[config.mk]
export PLATFORM = sky130hd
export DESIGN_NAME = qpp_pid_core
export DESIGN_NICKNAME = d
export VERILOG_FILES = /design/src/sv/qpp_pkg.sv /design/src/sv/qpp_pid_core.sv
export SDC_FILE = /design/constraint.sdc
export NUM_CORES = 2
export LEC_CHECK = 0
export ABC_AREA = 0
export BUFFER_PORTS_ARGS = -buffer_cell sky130_fd_sc_hd__buf_2
export CAP_MARGIN = 20
export CORE_UTILIZATION = 50
export DETAILED_ROUTE_END_ITERATION = 7
export PLACE_DENSITY = 0.67
export SYNTH_ARGS = -nofsm -noshare
export SYNTH_HDL_FRONTEND = slang
export SYNTH_SLANG_ARGS = --single-unit
[constraint.sdc]
create_clock -name vclk -period 44
set_input_delay 2.2 -clock vclk [all_inputs]
set_output_delay 2.2 -clock vclk [all_outputs]
set_load 0.02 [all_outputs]
[src/sv/qpp_pkg.sv]
package qpp_pkg;

  localparam int unsigned CountsPerTurnDef = 216;
  localparam int unsigned PwmRangeDef      = 100;

  localparam int GainW   = 18;
  localparam int TargetW = 4;
  localparam int PosW    = 24;
  localparam int ErrW    = 24;
  localparam int CtrlW   = 32;
  localparam int DutyW   = 7;
  localparam int FracW   = 12;
  localparam int AccW    = CtrlW + FracW;
  localparam int CfgIdxW = 2;

  typedef logic signed [GainW-1:0]   gain_t;
  typedef logic signed [TargetW-1:0] target_t;
  typedef logic signed [PosW-1:0]    pos_t;
  typedef logic signed [ErrW-1:0]    err_t;
  typedef logic signed [CtrlW-1:0]   ctrl_t;
  typedef logic signed [AccW-1:0]    acc_t;
  typedef logic [DutyW-1:0]          duty_t;

  localparam gain_t GainNowRst   = 18'sd1915;
  localparam gain_t GainPrevRst  = -18'sd3812;
  localparam gain_t GainPrev2Rst = 18'sd1896;

  typedef enum logic [1:0] {
    OP_EDGE_A = 2'd0,
    OP_EDGE_B = 2'd1,
    OP_TICK   = 2'd2
  } op_e;

  typedef enum logic [CfgIdxW-1:0] {
    CFG_GAIN_NOW   = 2'd0,
    CFG_GAIN_PREV  = 2'd1,
    CFG_GAIN_PREV2 = 2'd2
  } cfg_idx_e;

  typedef struct packed {
    op_e     opcode;
    logic    level_a;
    logic    level_b;
    target_t target_turns;
  } item_t;

  typedef struct packed {
    pos_t  position_counts;
    err_t  error_counts;
    ctrl_t control_value;
    duty_t drive_one;
    duty_t drive_two;
  } result_t;

  typedef struct packed {
    cfg_idx_e index;
    gain_t    wdata;
  } cfg_t;

  // Outcome of one control tick, handed from the PID datapath to the state registers.
  typedef struct packed {
    err_t  err;
    acc_t  acc;
    duty_t duty_one;
    duty_t duty_two;
  } pid_res_t;

  // Integer part of a Q32.12 accumulator, rounded toward zero.
  function automatic ctrl_t acc_int(input acc_t a);
    acc_t biased;
    biased = a[AccW-1] ? a + acc_t'((1 << FracW) - 1) : a;
    return biased[AccW-1 -: CtrlW];
  endfunction

endpackage

[src/sv/qpp_pid_core.sv]
module qpp_pid_core #(
  parameter int unsigned COUNTS_PER_TURN = qpp_pkg::CountsPerTurnDef,
  parameter int unsigned PWM_RANGE       = qpp_pkg::PwmRangeDef
) (
  input  qpp_pkg::target_t  target_i,
  input  qpp_pkg::pos_t     position_i,
  input  qpp_pkg::acc_t     acc_i,
  input  qpp_pkg::err_t     err_last_i,
  input  qpp_pkg::err_t     err_before_i,
  input  qpp_pkg::gain_t    gain_now_i,
  input  qpp_pkg::gain_t    gain_prev_i,
  input  qpp_pkg::gain_t    gain_prev2_i,
  output qpp_pkg::pid_res_t res_o
);
  import qpp_pkg::*;

  localparam int CptW  = $clog2(COUNTS_PER_TURN + 1) + 1;
  localparam int RefW  = CptW + TargetW;
  localparam int RawW  = ((RefW > PosW) ? RefW : PosW) + 1;
  localparam int MulW  = GainW + ErrW;
  localparam int SumW  = AccW + 2;
  localparam logic signed [CptW-1:0] CptS  = CptW'(COUNTS_PER_TURN);
  localparam ctrl_t                  PwmS  = CtrlW'(PWM_RANGE);
  localparam duty_t                  PwmD  = DutyW'(PWM_RANGE);

  logic signed [RefW-1:0] ref_counts;
  logic signed [RawW-1:0] err_raw;
  err_t                   err;
  logic signed [MulW-1:0] p_now, p_prev, p_prev2;
  logic signed [SumW-1:0] sum;
  acc_t                   acc_new;
  ctrl_t                  cv;
  ctrl_t                  cv_neg;
  logic                   err_pos;

  assign ref_counts = target_i * CptS;
  assign err_raw    = RawW'(ref_counts) - RawW'(position_i);

  // Saturate the error when the bits above the sign do not all agree.
  always_comb begin
    if ((&err_raw[RawW-1:ErrW-1]) || !(|err_raw[RawW-1:ErrW-1])) begin
      err = err_raw[ErrW-1:0];
    end else begin
      err = {err_raw[RawW-1], {(ErrW-1){~err_raw[RawW-1]}}};
    end
  end

  assign p_now   = gain_now_i * err;
  assign p_prev  = gain_prev_i * err_last_i;
  assign p_prev2 = gain_prev2_i * err_before_i;

  assign sum = SumW'(acc_i) + SumW'(p_now) + SumW'(p_prev) + SumW'(p_prev2);

  always_comb begin
    if ((&sum[SumW-1:AccW-1]) || !(|sum[SumW-1:AccW-1])) begin
      acc_new = sum[AccW-1:0];
    end else begin
      acc_new = {sum[SumW-1], {(AccW-1){~sum[SumW-1]}}};
    end
  end

  assign cv      = acc_int(acc_new);
  assign cv_neg  = -cv;
  assign err_pos = !err[ErrW-1] && (err != '0);

  always_comb begin
    res_o.err      = err;
    res_o.acc      = acc_new;
    res_o.duty_one = '0;
    res_o.duty_two = '0;
    if (err_pos) begin
      if (cv < -PwmS) begin
        res_o.duty_one = PwmD;
      end else if (cv < 0) begin
        res_o.duty_one = cv_neg[DutyW-1:0];
      end
    end else begin
      if (cv > PwmS) begin
        res_o.duty_two = PwmD;
      end else if (cv > 0) begin
        res_o.duty_two = cv[DutyW-1:0];
      end
    end
  end

endmodule

==> results.toml <==
[setup_path]
crit_required_ns = 41.80
crit_path_end_kind = "output pin"
cpPeakStageDelay_ns = 0.74
worst_path_max_delay_cell = "fa_1"
critical_path_class = "in2out"
startpoint = "target_i[1]"
path_common_cell = "fa_1"
worstPathArrival_ns = 18.92
cp_max_fo = 31
critPathLaunchType = "input pin"

[sta]
hold_viol = 0
tightest_slew_ns = 1.17
rsz0062_at_grt = "false"
finalWorstPathRequiredPeriod_ns = 21.12
timing.fmax_mhz = 47.4
min_period_over_period_pct = 48.0
report.final.slew_viol_count = 0
relSlewSlack_pct = 21.8
setup_viol = 0
setup_tns_ns = 0

[routing]
drcViolationCount = 0
dr.pass1.iters = 7
postRouteAntennaNets = 0
dr_total_vias = 38900
routedWlPerCell_um = 20.0
first_iter_violations = 2387
routed_wl_um = 145000
via_per_inst = 5.37

[floorplanning]
die_w_um = 326
rows = 118
start_util_pct = 50.5
fp.dieH_um = 326
coreArea_um2 = 104000
die-area_um2 = 106000
io_pins = 256

[global_route]
grt_pass1_vias = 42300
grt_start_max_net_pins = 44
use_met2_pct = 46.1
grt_pass1_wl_um = 238000
grtUsageMet1_pct = 40.9
busiest_layer = "met2"
grt_usage_pct = 28.6
grt_overflow_total = 0
grtUsageMet3_pct = 4.16
antenna_found_initial = 14

[cts]
ctsResizeCount = 0
postCtsSetupBuffers = 0
postCtsHoldBufs = 0

[finish]
final-seq-area_um2 = 0
final_nets = 7823
area_delta_synth_final_pct = 4.16
clockBufferCount = 0
drive_gt1_share_pct = 6.00
fillers = 9659
multi_input_area_um2 = 45300
layout_common_cells = "1584 x inv_1, 1512 x fa_1, 996 x nand2_1"
seq_cell_count = 0
final_common_cell = "inv_1"

[min_path]
hold_end = "res_o[14]"
min_path_cells = 5
hold_start = "acc_i[0]"
hold_class = "in2out"

[place]
place_hpwl_um = 131000
portBuffers = 256
gp_congestion = 1.03

[status]
outcome = "finished clean"

[synthesis]
synth_fp_nets = 7814
synth_cell_types = 103
syn-cell-area_um2 = 52300
postSynthCellCount = 5862
yosys_warnings = 0
seq_area_frac_synth_pct = 0
avgSynthCellArea_um2 = 8.93

[job]
drv_cap = 0
==> routing by layer <==
metal  part of all wire [%]  routed length, um
met4                    2.8               4040
met1                     43              62100
met5                  0.061                 88
met2                     47              67500
met3                    7.8              11300
==> worst max-delay path by stage <==
stage	cells past startpoint	slack, ns	to
after floorplan	57	25.35	res_o[10]
after global placement	50	22.91	res_o[3]
after detailed placement	50	22.86	res_o[3]
after CTS	50	22.76	res_o[4]
after global routing	55	21.82	res_o[4]
final	55	22.88	res_o[4]
==> critical path: cells and delay by family <==
family,cells,cell delay [ns]
AO/OA/AOI/OAI,13,3.07
XOR/XNOR,1,0.44
adder cells (fa/ha/maj),16,7.12
buffers and inverters,12,2.22
AND/OR/NAND/NOR,13,3.82
==> through the flow <==
| stage | hold WS (ns) | cell area (um^2) | setup WS (ns) | util [%] | cells |
|---|---|---|---|---|---|
| global route | 4.96 | 54500 | 21.82 | 52.6 | 7251 |
| detailed placement | 4.93 | 54500 | 22.86 | 52.6 | 7247 |
| floorplan | 4.81 | 52300 | 25.35 | - | 5862 |
| global placement | 4.92 | 54500 | 22.91 | 52.6 | 7247 |
| CTS | 4.93 | 54500 | 22.76 | 52.6 | 7247 |
| finish | 4.92 | 54500 | 22.88 | 52.6 | 7255 |
==> area by class of cell <==
cell class	instances	share of cell area, %
repair buffers	287	2.78
diodes	6	0.0275
multi-input cells	3997	83.1
well taps	1380	3.17
inverters	1585	10.9
==> synth_stat cells (8+ instances only) <==
cell         n  area [um^2]
o31ai_1      8         60.1
o22ai_1     20          125
a31oi_1      9         56.3
o21ai_0     82          410
o21ai_1     18         90.1
buf_2       20          100
nand3_1     29          145
nor2_1     119          447
a21o_1      28          210
nand2b_1    32          200
xnor2_1     50          438
or2_2       13         81.3
inv_1     1584         5950
or4_1        8         60.1
nor3_1      39          195
ha_1       266         3330
fa_1      1512        30300
nand4_1     25          156
and2_1     314         1960
and3_1      17          106
a21oi_1    113          566
clkbuf_1   250          938
xor2_1      22          193
a211oi_1    15          113
nor2b_1     31          194
nor4_1      15         93.8
o211ai_1    15          113
maj3_1      16          160
nand2_1    996         3740
o21a_1      16          120
==> kinds of logic after synthesis <==
| kind of cell | count (synthesis) | synth area share (%) |
|---|---|---|
| XOR/XNOR | 74 | 1.29 |
| buffers and inverters | 1865 | 13.5 |
| AO/OA/AOI/OAI | 428 | 5.47 |
| multiplexers | 7 | 0.141 |
| adder cells (fa/ha/maj) | 1794 | 64.5 |
| AND/OR/NAND/NOR | 1694 | 15.1 |
Power is left out: the tool's default activity adds up to more than one toggle a clock period on the data nets, which glitch-free logic cannot reach.
