File: config.mk
export PLATFORM = sky130hd
export DESIGN_NAME = qpp_enc_count
export DESIGN_NICKNAME = d
export VERILOG_FILES = /design/src/sv/qpp_pkg.sv /design/src/sv/qpp_enc_count.sv
export SDC_FILE = /design/constraint.sdc
export NUM_CORES = 1
export LEC_CHECK = 0
export BUFFER_PORTS_ARGS = -buffer_cell sky130_fd_sc_hd__buf_2
export CORE_UTILIZATION = 49
export DETAILED_ROUTE_END_ITERATION = 10
export PLACE_DENSITY = 0.92
export SYNTH_ARGS = -nofsm -noshare
export SYNTH_HDL_FRONTEND = slang
export SYNTH_SLANG_ARGS = --single-unit
File: constraint.sdc
create_clock -name vclk -period 3.25
set_input_delay 0.325 -clock vclk [all_inputs]
set_output_delay 0.325 -clock vclk [all_outputs]
set_load 0.02 [all_outputs]
File: src/sv/qpp_pkg.sv
package qpp_pkg;

  localparam int unsigned CountsPerTurnDef = 216;
  localparam int unsigned PwmRangeDef      = 100;

  localparam int GainW   = 18;
  localparam int TargetW = 4;
  localparam int PosW    = 24;
  localparam int ErrW    = 24;
  localparam int CtrlW   = 32;
  localparam int DutyW   = 7;
  localparam int FracW   = 12;
  localparam int AccW    = CtrlW + FracW;
  localparam int CfgIdxW = 2;

  typedef logic signed [GainW-1:0]   gain_t;
  typedef logic signed [TargetW-1:0] target_t;
  typedef logic signed [PosW-1:0]    pos_t;
  typedef logic signed [ErrW-1:0]    err_t;
  typedef logic signed [CtrlW-1:0]   ctrl_t;
  typedef logic signed [AccW-1:0]    acc_t;
  typedef logic [DutyW-1:0]          duty_t;

  localparam gain_t GainNowRst   = 18'sd1915;
  localparam gain_t GainPrevRst  = -18'sd3812;
  localparam gain_t GainPrev2Rst = 18'sd1896;

  typedef enum logic [1:0] {
    OP_EDGE_A = 2'd0,
    OP_EDGE_B = 2'd1,
    OP_TICK   = 2'd2
  } op_e;

  typedef enum logic [CfgIdxW-1:0] {
    CFG_GAIN_NOW   = 2'd0,
    CFG_GAIN_PREV  = 2'd1,
    CFG_GAIN_PREV2 = 2'd2
  } cfg_idx_e;

  typedef struct packed {
    op_e     opcode;
    logic    level_a;
    logic    level_b;
    target_t target_turns;
  } item_t;

  typedef struct packed {
    pos_t  position_counts;
    err_t  error_counts;
    ctrl_t control_value;
    duty_t drive_one;
    duty_t drive_two;
  } result_t;

  typedef struct packed {
    cfg_idx_e index;
    gain_t    wdata;
  } cfg_t;

  // Outcome of one control tick, handed from the PID datapath to the state registers.
  typedef struct packed {
    err_t  err;
    acc_t  acc;
    duty_t duty_one;
    duty_t duty_two;
  } pid_res_t;

  // Integer part of a Q32.12 accumulator, rounded toward zero.
  function automatic ctrl_t acc_int(input acc_t a);
    acc_t biased;
    biased = a[AccW-1] ? a + acc_t'((1 << FracW) - 1) : a;
    return biased[AccW-1 -: CtrlW];
  endfunction

endpackage

File: src/sv/qpp_enc_count.sv
module qpp_enc_count (
  input  qpp_pkg::op_e  opcode_i,
  input  logic          level_a_i,
  input  logic          level_b_i,
  input  qpp_pkg::pos_t position_i,
  output qpp_pkg::pos_t position_o
);
  import qpp_pkg::*;

  logic count_up;
  logic count_en;

  always_comb begin
    count_up = 1'b0;
    count_en = 1'b0;
    unique case (opcode_i)
      OP_EDGE_A: begin
        count_en = 1'b1;
        count_up = level_a_i ^ level_b_i;
      end
      OP_EDGE_B: begin
        count_en = 1'b1;
        count_up = ~(level_a_i ^ level_b_i);
      end
      default: begin
        count_en = 1'b0;
      end
    endcase
  end

  always_comb begin
    if (!count_en) begin
      position_o = position_i;
    end else if (count_up) begin
      position_o = position_i + pos_t'(1);
    end else begin
      position_o = position_i - pos_t'(1);
    end
  end

endmodule

==> impl_metrics.json, run 1 <==
{
  "status": "finished, violations left",
  "violations": "negative setup slack",
  "crit_fanout": 10,
  "fmax_ghz": 0.278,
  "cpMaxStageDelayCell": "o211ai_1",
  "io_buffer_count": 52,
  "preCtsSetupSlack_ns": -0.216,
  "power_mw": 1.03,
  "wl_met1_microns": 3310,
  "hold_class": "input pin to output port",
  "syn_nets": 296,
  "seq_cells": 0,
  "arrival_ns": 3.27,
  "antenna_cells": 0,
  "yosysUniqueCellTypes": 50,
  "max_cap_violations": 0,
  "cts_hold_buf": 0,
  "path_buf_inv": 4,
  "grt_use_total_pct": 37.7,
  "holdWs_ns": 1.00,
  "fp.dieH_microns": 59.4,
  "top_layer": "met4",
  "hpwl_microns": 4810,
  "crit_family": "compound AO/OA/AOI/OAI gates",
  "antenna_found_initial": 0,
  "remaining_drc_errors": 0,
  "io_pins": 52,
  "drive_above_1_share_pct": 51.7,
  "min_period_over_period_pct": 111,
  "syn_inst": 242,
  "place.gp.congestion": 1.13,
  "initialDrtViolationCount": 617,
  "critPathLaunch": "opcode_i[0]",
  "rsz0062_at_grt": "true",
  "fin_tns_setup_ns": -1.25,
  "regArea_sq_um": 0,
  "dpl-instance-area_sq_um": 2470,
  "die-area_sq_um": 3520,
  "worstPathRequired_ns": 2.92,
  "vias": 2931,
  "finalCriticalPeriod_ns": 3.60,
  "end_kind": "output port",
  "slew_headroom_pct": 62.3,
  "critPathMaxStageDelay_ns": 0.49,
  "grt_pass1_vias": 2376,
  "wl_per_cell_microns": 24.4,
  "finalWirelength_microns": 9840,
  "core_sq_um": 3080,
  "finalHoldViolCount": 0,
  "nFillCells": 114,
  "die_w_microns": 59.4,
  "fin_util_pct": 92.8,
  "layout.nets": 416,
  "yosysSeqAreaShare_pct": 0,
  "num_rows": 20,
  "wl_met2_microns": 4170,
  "finalSetupViolations": 11,
  "grt_overflow": 0,
  "nClkBuffers": 0,
  "slew_viol_final": 0,
  "grt_max_degree": 40,
  "dp.cells": 400,
  "grt_pass1_wl_microns": 10400,
  "drt-pass1-iter-count": 6,
  "yosysWarnings": 0,
  "p_leak_nw": 1.28,
  "syn_area_per_cell_sq_um": 6.66,
  "vias_per_cell": 7.25,
  "worstMarginPinSlew_ns": 0.563,
  "start_util_pct": 52.4,
  "worstSetupPathType": "input pin to output port",
  "final_area_sq_um": 2860,
  "wl_met3_microns": 1310,
  "final_cells": 404,
  "cp.depth": 13,
  "power.density_nw_per_um2": 361,
  "path_cells": "buf_2, xnor3_1, nor2_4, inv_4, buf_6, ha_4, and2_1, nor2_2, o32ai_2, o211ai_1, a21oi_1, a311oi_2, buf_4",
  "synthToLayoutAreaGrowth_pct": 77.3,
  "endpoint": "position_o[18]",
  "antenna_left": 0,
  "ir_drop_v": 0.000235,
  "worst_slack_ns": -0.348,
  "synth_area_sq_um": 1610,
  "start_kind": "input pin"
}
layout make-up:
type                            count  area, sq um  share of cell area (%)
Inverter                            9         36.3                    1.27
Timing Repair Buffer              129          871                    30.5
Tap cell                           44         55.1                    1.93
Multi-Input combinational cell    222         1890                    66.3
synthesized netlist by cell type (all sizes together), types with 5 or more instances:
library cell / number / area [sq um]
nand4: 7 / 43.8
nand2: 39 / 146
ha: 25 / 313
o211ai: 5 / 37.5
inv: 8 / 30.0
nand3: 6 / 30.0
nor2: 18 / 67.6
a21o: 6 / 45.0
clkbuf: 9 / 33.8
xor2: 6 / 52.6
o21ai: 19 / 98.9
xnor2: 8 / 70.1
a311oi: 7 / 67.6
a21oi: 23 / 119
cells in the final DEF (no fill, tap or decap), types with 3 or more instances in the layout:
cell / Yosys / layout
buf_4: 0 / 80
buf_2: 1 / 45
nand2_1: 39 / 39
nor2_1: 18 / 16
a21oi_1: 22 / 14
ha_4: 0 / 13
ha_1: 25 / 11
o21ai_1: 0 / 10
a21oi_2: 1 / 8
nand4_1: 7 / 7
inv_1: 8 / 7
xnor2_1: 8 / 7
a21o_1: 6 / 6
a311oi_2: 1 / 6
xor2_1: 6 / 6
o211ai_1: 5 / 5
nand3_1: 6 / 5
o21ai_0: 18 / 5
o21bai_1: 4 / 4
o21a_1: 4 / 4
o22ai_1: 4 / 4
buf_6: 0 / 4
and3_1: 3 / 3
and2_1: 3 / 3
o21ai_2: 1 / 3
timing repair:
item	in CTS	in global routing
resized for setup	15	54
gates cloned	0	0
pin swaps	8	20
buffers inserted	1	3
setup endpoints to repair	12	13
logic make-up after synthesis:
family	count (synthesis)	synth area share (%)
simple gates	88	25.1
buf+inv	20	4.74
mux	3	2.02
compound gates	90	38.5
xor+xnor	15	9.01
fa+ha+maj	26	20.7
where the power goes:
part,switching (mW),internal [mW]
clock,0,0
sequential,0,0
combinational,0.569,0.463
total,0.569,0.463
routing by layer:
layer | global-route usage (%) | vias to the layer above
met5 | 0 | -
met4 | 18.7 | 0
met3 | 4.15 | 141
met2 | 65.7 | 339
met1 | 45.5 | 1293
li1 | - | 1158
how the worst min path moves through the flow:
stage | startpoint | to | slack (ns) | depth (start not counted)
after detailed placement | position_i[6] | position_o[6] | 0.99 | 4
final | position_i[2] | position_o[2] | 1.00 | 4
after CTS | position_i[6] | position_o[6] | 1.0 | 4
after global placement | position_i[2] | position_o[2] | 0.99 | 4
after global routing | position_i[2] | position_o[2] | 1.02 | 4
after floorplan | position_i[0] | position_o[0] | 0.78 | 1
worst min-delay path: cells and delay by family:
kind | cells | cell delay, ns
simple gates | 1 | 0.04
compound gates | 1 | 0.06
buf+inv | 2 | 0.25
Power figures use the tool's default switching activity.
==> inputs of run 2 (changes only) <==
==> constraint.sdc (replaced) <==
create_clock -name vclk -period 3.25
set_input_delay 0.1625 -clock vclk [all_inputs]
set_output_delay 0.1625 -clock vclk [all_outputs]
set_load 0.02 [all_outputs]
==> impl_metrics.json, run 2 (synthesis results as in run 1) <==
{
  "grt_pass1_wl_microns": 7160,
  "antenna_found_initial": 0,
  "layout.nets": 346,
  "grt_pass1_vias": 1746,
  "max_cap_violations": 0,
  "p_leak_nw": 0.907,
  "io_buffer_count": 52,
  "ir_drop_v": 0.000150,
  "core_sq_um": 3080,
  "antenna_left": 0,
  "rsz0062_at_grt": "true",
  "finalWirelength_microns": 4320,
  "crit_fanout": 29,
  "hold_class": "input pin to output port",
  "worstSetupPathType": "input pin to output port",
  "critPathLaunch": "level_b_i",
  "critPathMaxStageDelay_ns": 0.40,
  "cpMaxStageDelayCell": "fa_1",
  "num_rows": 20,
  "power.density_nw_per_um2": 309,
  "vias_per_cell": 5.93,
  "fp.dieH_microns": 59.4,
  "grt_overflow": 0,
  "start_kind": "input pin",
  "fmax_ghz": 0.321,
  "initialDrtViolationCount": 121,
  "regArea_sq_um": 0,
  "mostFrequentLayoutCell": "buf_2",
  "remaining_drc_errors": 0,
  "holdWs_ns": 0.670,
  "place.gp.congestion": 0.926,
  "end_kind": "output port",
  "finalHoldViolCount": 0,
  "power_mw": 0.618,
  "fin_util_pct": 65.0,
  "wl_per_cell_microns": 12.9,
  "preCtsSetupSlack_ns": 0.116,
  "final_cell_mix": "buf_2, nand2_1, ha_1, a21oi_1, nor2_1",
  "vias": 1981,
  "hpwl_microns": 3420,
  "worstMarginPinSlew_ns": 0.524,
  "dp.cells": 333,
  "nClkBuffers": 0,
  "critPathMostFrequentCell": "buf_2",
  "die-area_sq_um": 3520,
  "fin_tns_setup_ns": 0,
  "final_cells": 334,
  "worst_slack_ns": 0.131,
  "dpl-instance-area_sq_um": 1970,
  "min_period_over_period_pct": 96.0,
  "seq_cells": 0,
  "worstPathRequired_ns": 3.09,
  "die_w_microns": 59.4,
  "start_util_pct": 52.4,
  "drive_above_1_share_pct": 25.9,
  "grt_use_total_pct": 24.8,
  "antenna_cells": 0,
  "arrival_ns": 2.96,
  "grt_max_degree": 40,
  "status": "finished clean",
  "synthToLayoutAreaGrowth_pct": 24.2,
  "endpoint": "position_o[10]",
  "path_cells": "buf_2, xnor3_1, nor2_1, inv_1, buf_12, fa_1, a21o_1, a221oi_4, o21ai_2, a311oi_2, xnor2_1, mux2_2, buf_2",
  "slew_headroom_pct": 65.0,
  "slew_viol_final": 0,
  "io_pins": 52,
  "drt-pass1-iter-count": 4,
  "finalSetupViolations": 0,
  "final_area_sq_um": 2000,
  "finalCriticalPeriod_ns": 3.12
}
run 2: changes by cell type in the layout (fill, tap and decap cells not counted), moves of 9 or more:
cell | previous run | this run
buf_4 | 80 | 7
ha_4 | 13 | 0
ha_1 | 11 | 25
o21ai_0 | 5 | 17
o21ai_1 | 10 | 1
run 2: where the power goes:
group | switching, mW | total (mW) | leakage [nW] | internal, mW
sequential | 0 | 0 | 0 | 0
clock | 0 | 0 | 0 | 0
combinational | 0.368 | 0.618 | 0.907 | 0.249
total | 0.368 | 0.618 | 0.907 | 0.249
run 2: worst min path at each step:
stage,cells after the start,from,endpoint
CTS,4,position_i[13],position_o[13]
global placement,4,position_i[12],position_o[12]
finish,4,position_i[8],position_o[8]
detailed placement,4,position_i[3],position_o[3]
floorplan,1,position_i[0],position_o[0]
global route,4,position_i[6],position_o[6]
run 2: layout make-up:
class                           count  area [sq um]
Multi-Input combinational cell    222          1590
Fill cell                         300          1080
Timing Repair Buffer               59           328
Tap cell                           44          55.1
Inverter                            9          33.8
run 2: layer usage:
| layer | up-vias | track usage (%) | routed length, microns | share of wire, % |
|---|---|---|---|---|
| met1 | 902 | 32.3 | 1920 | 44 |
| met2 | 65 | 46.7 | 2150 | 50 |
| met3 | 0 | 0.873 | 256 | 5.9 |
| met5 | - | 0 | 0 | 0 |
| met4 | 0 | 1.70 | 0 | 0 |
| li1 | 1014 | - | - | - |
run 2: timing repair:
item,CTS,global route
buffers inserted,0,1
hold buffers,0,0
gates resized for setup,0,6
endpoints found under the setup margin,0,6
run 2: worst max-delay path: cells and delay by family:
kind                       cells  cell delay, ns
AOI/OAI and AO/OA              4            1.06
buffers and inverters          4            0.49
xor gates and xnor gates       2            0.45
adders and majority gates      1            0.40
muxes                          1            0.25
and+or+nand+nor                1            0.14
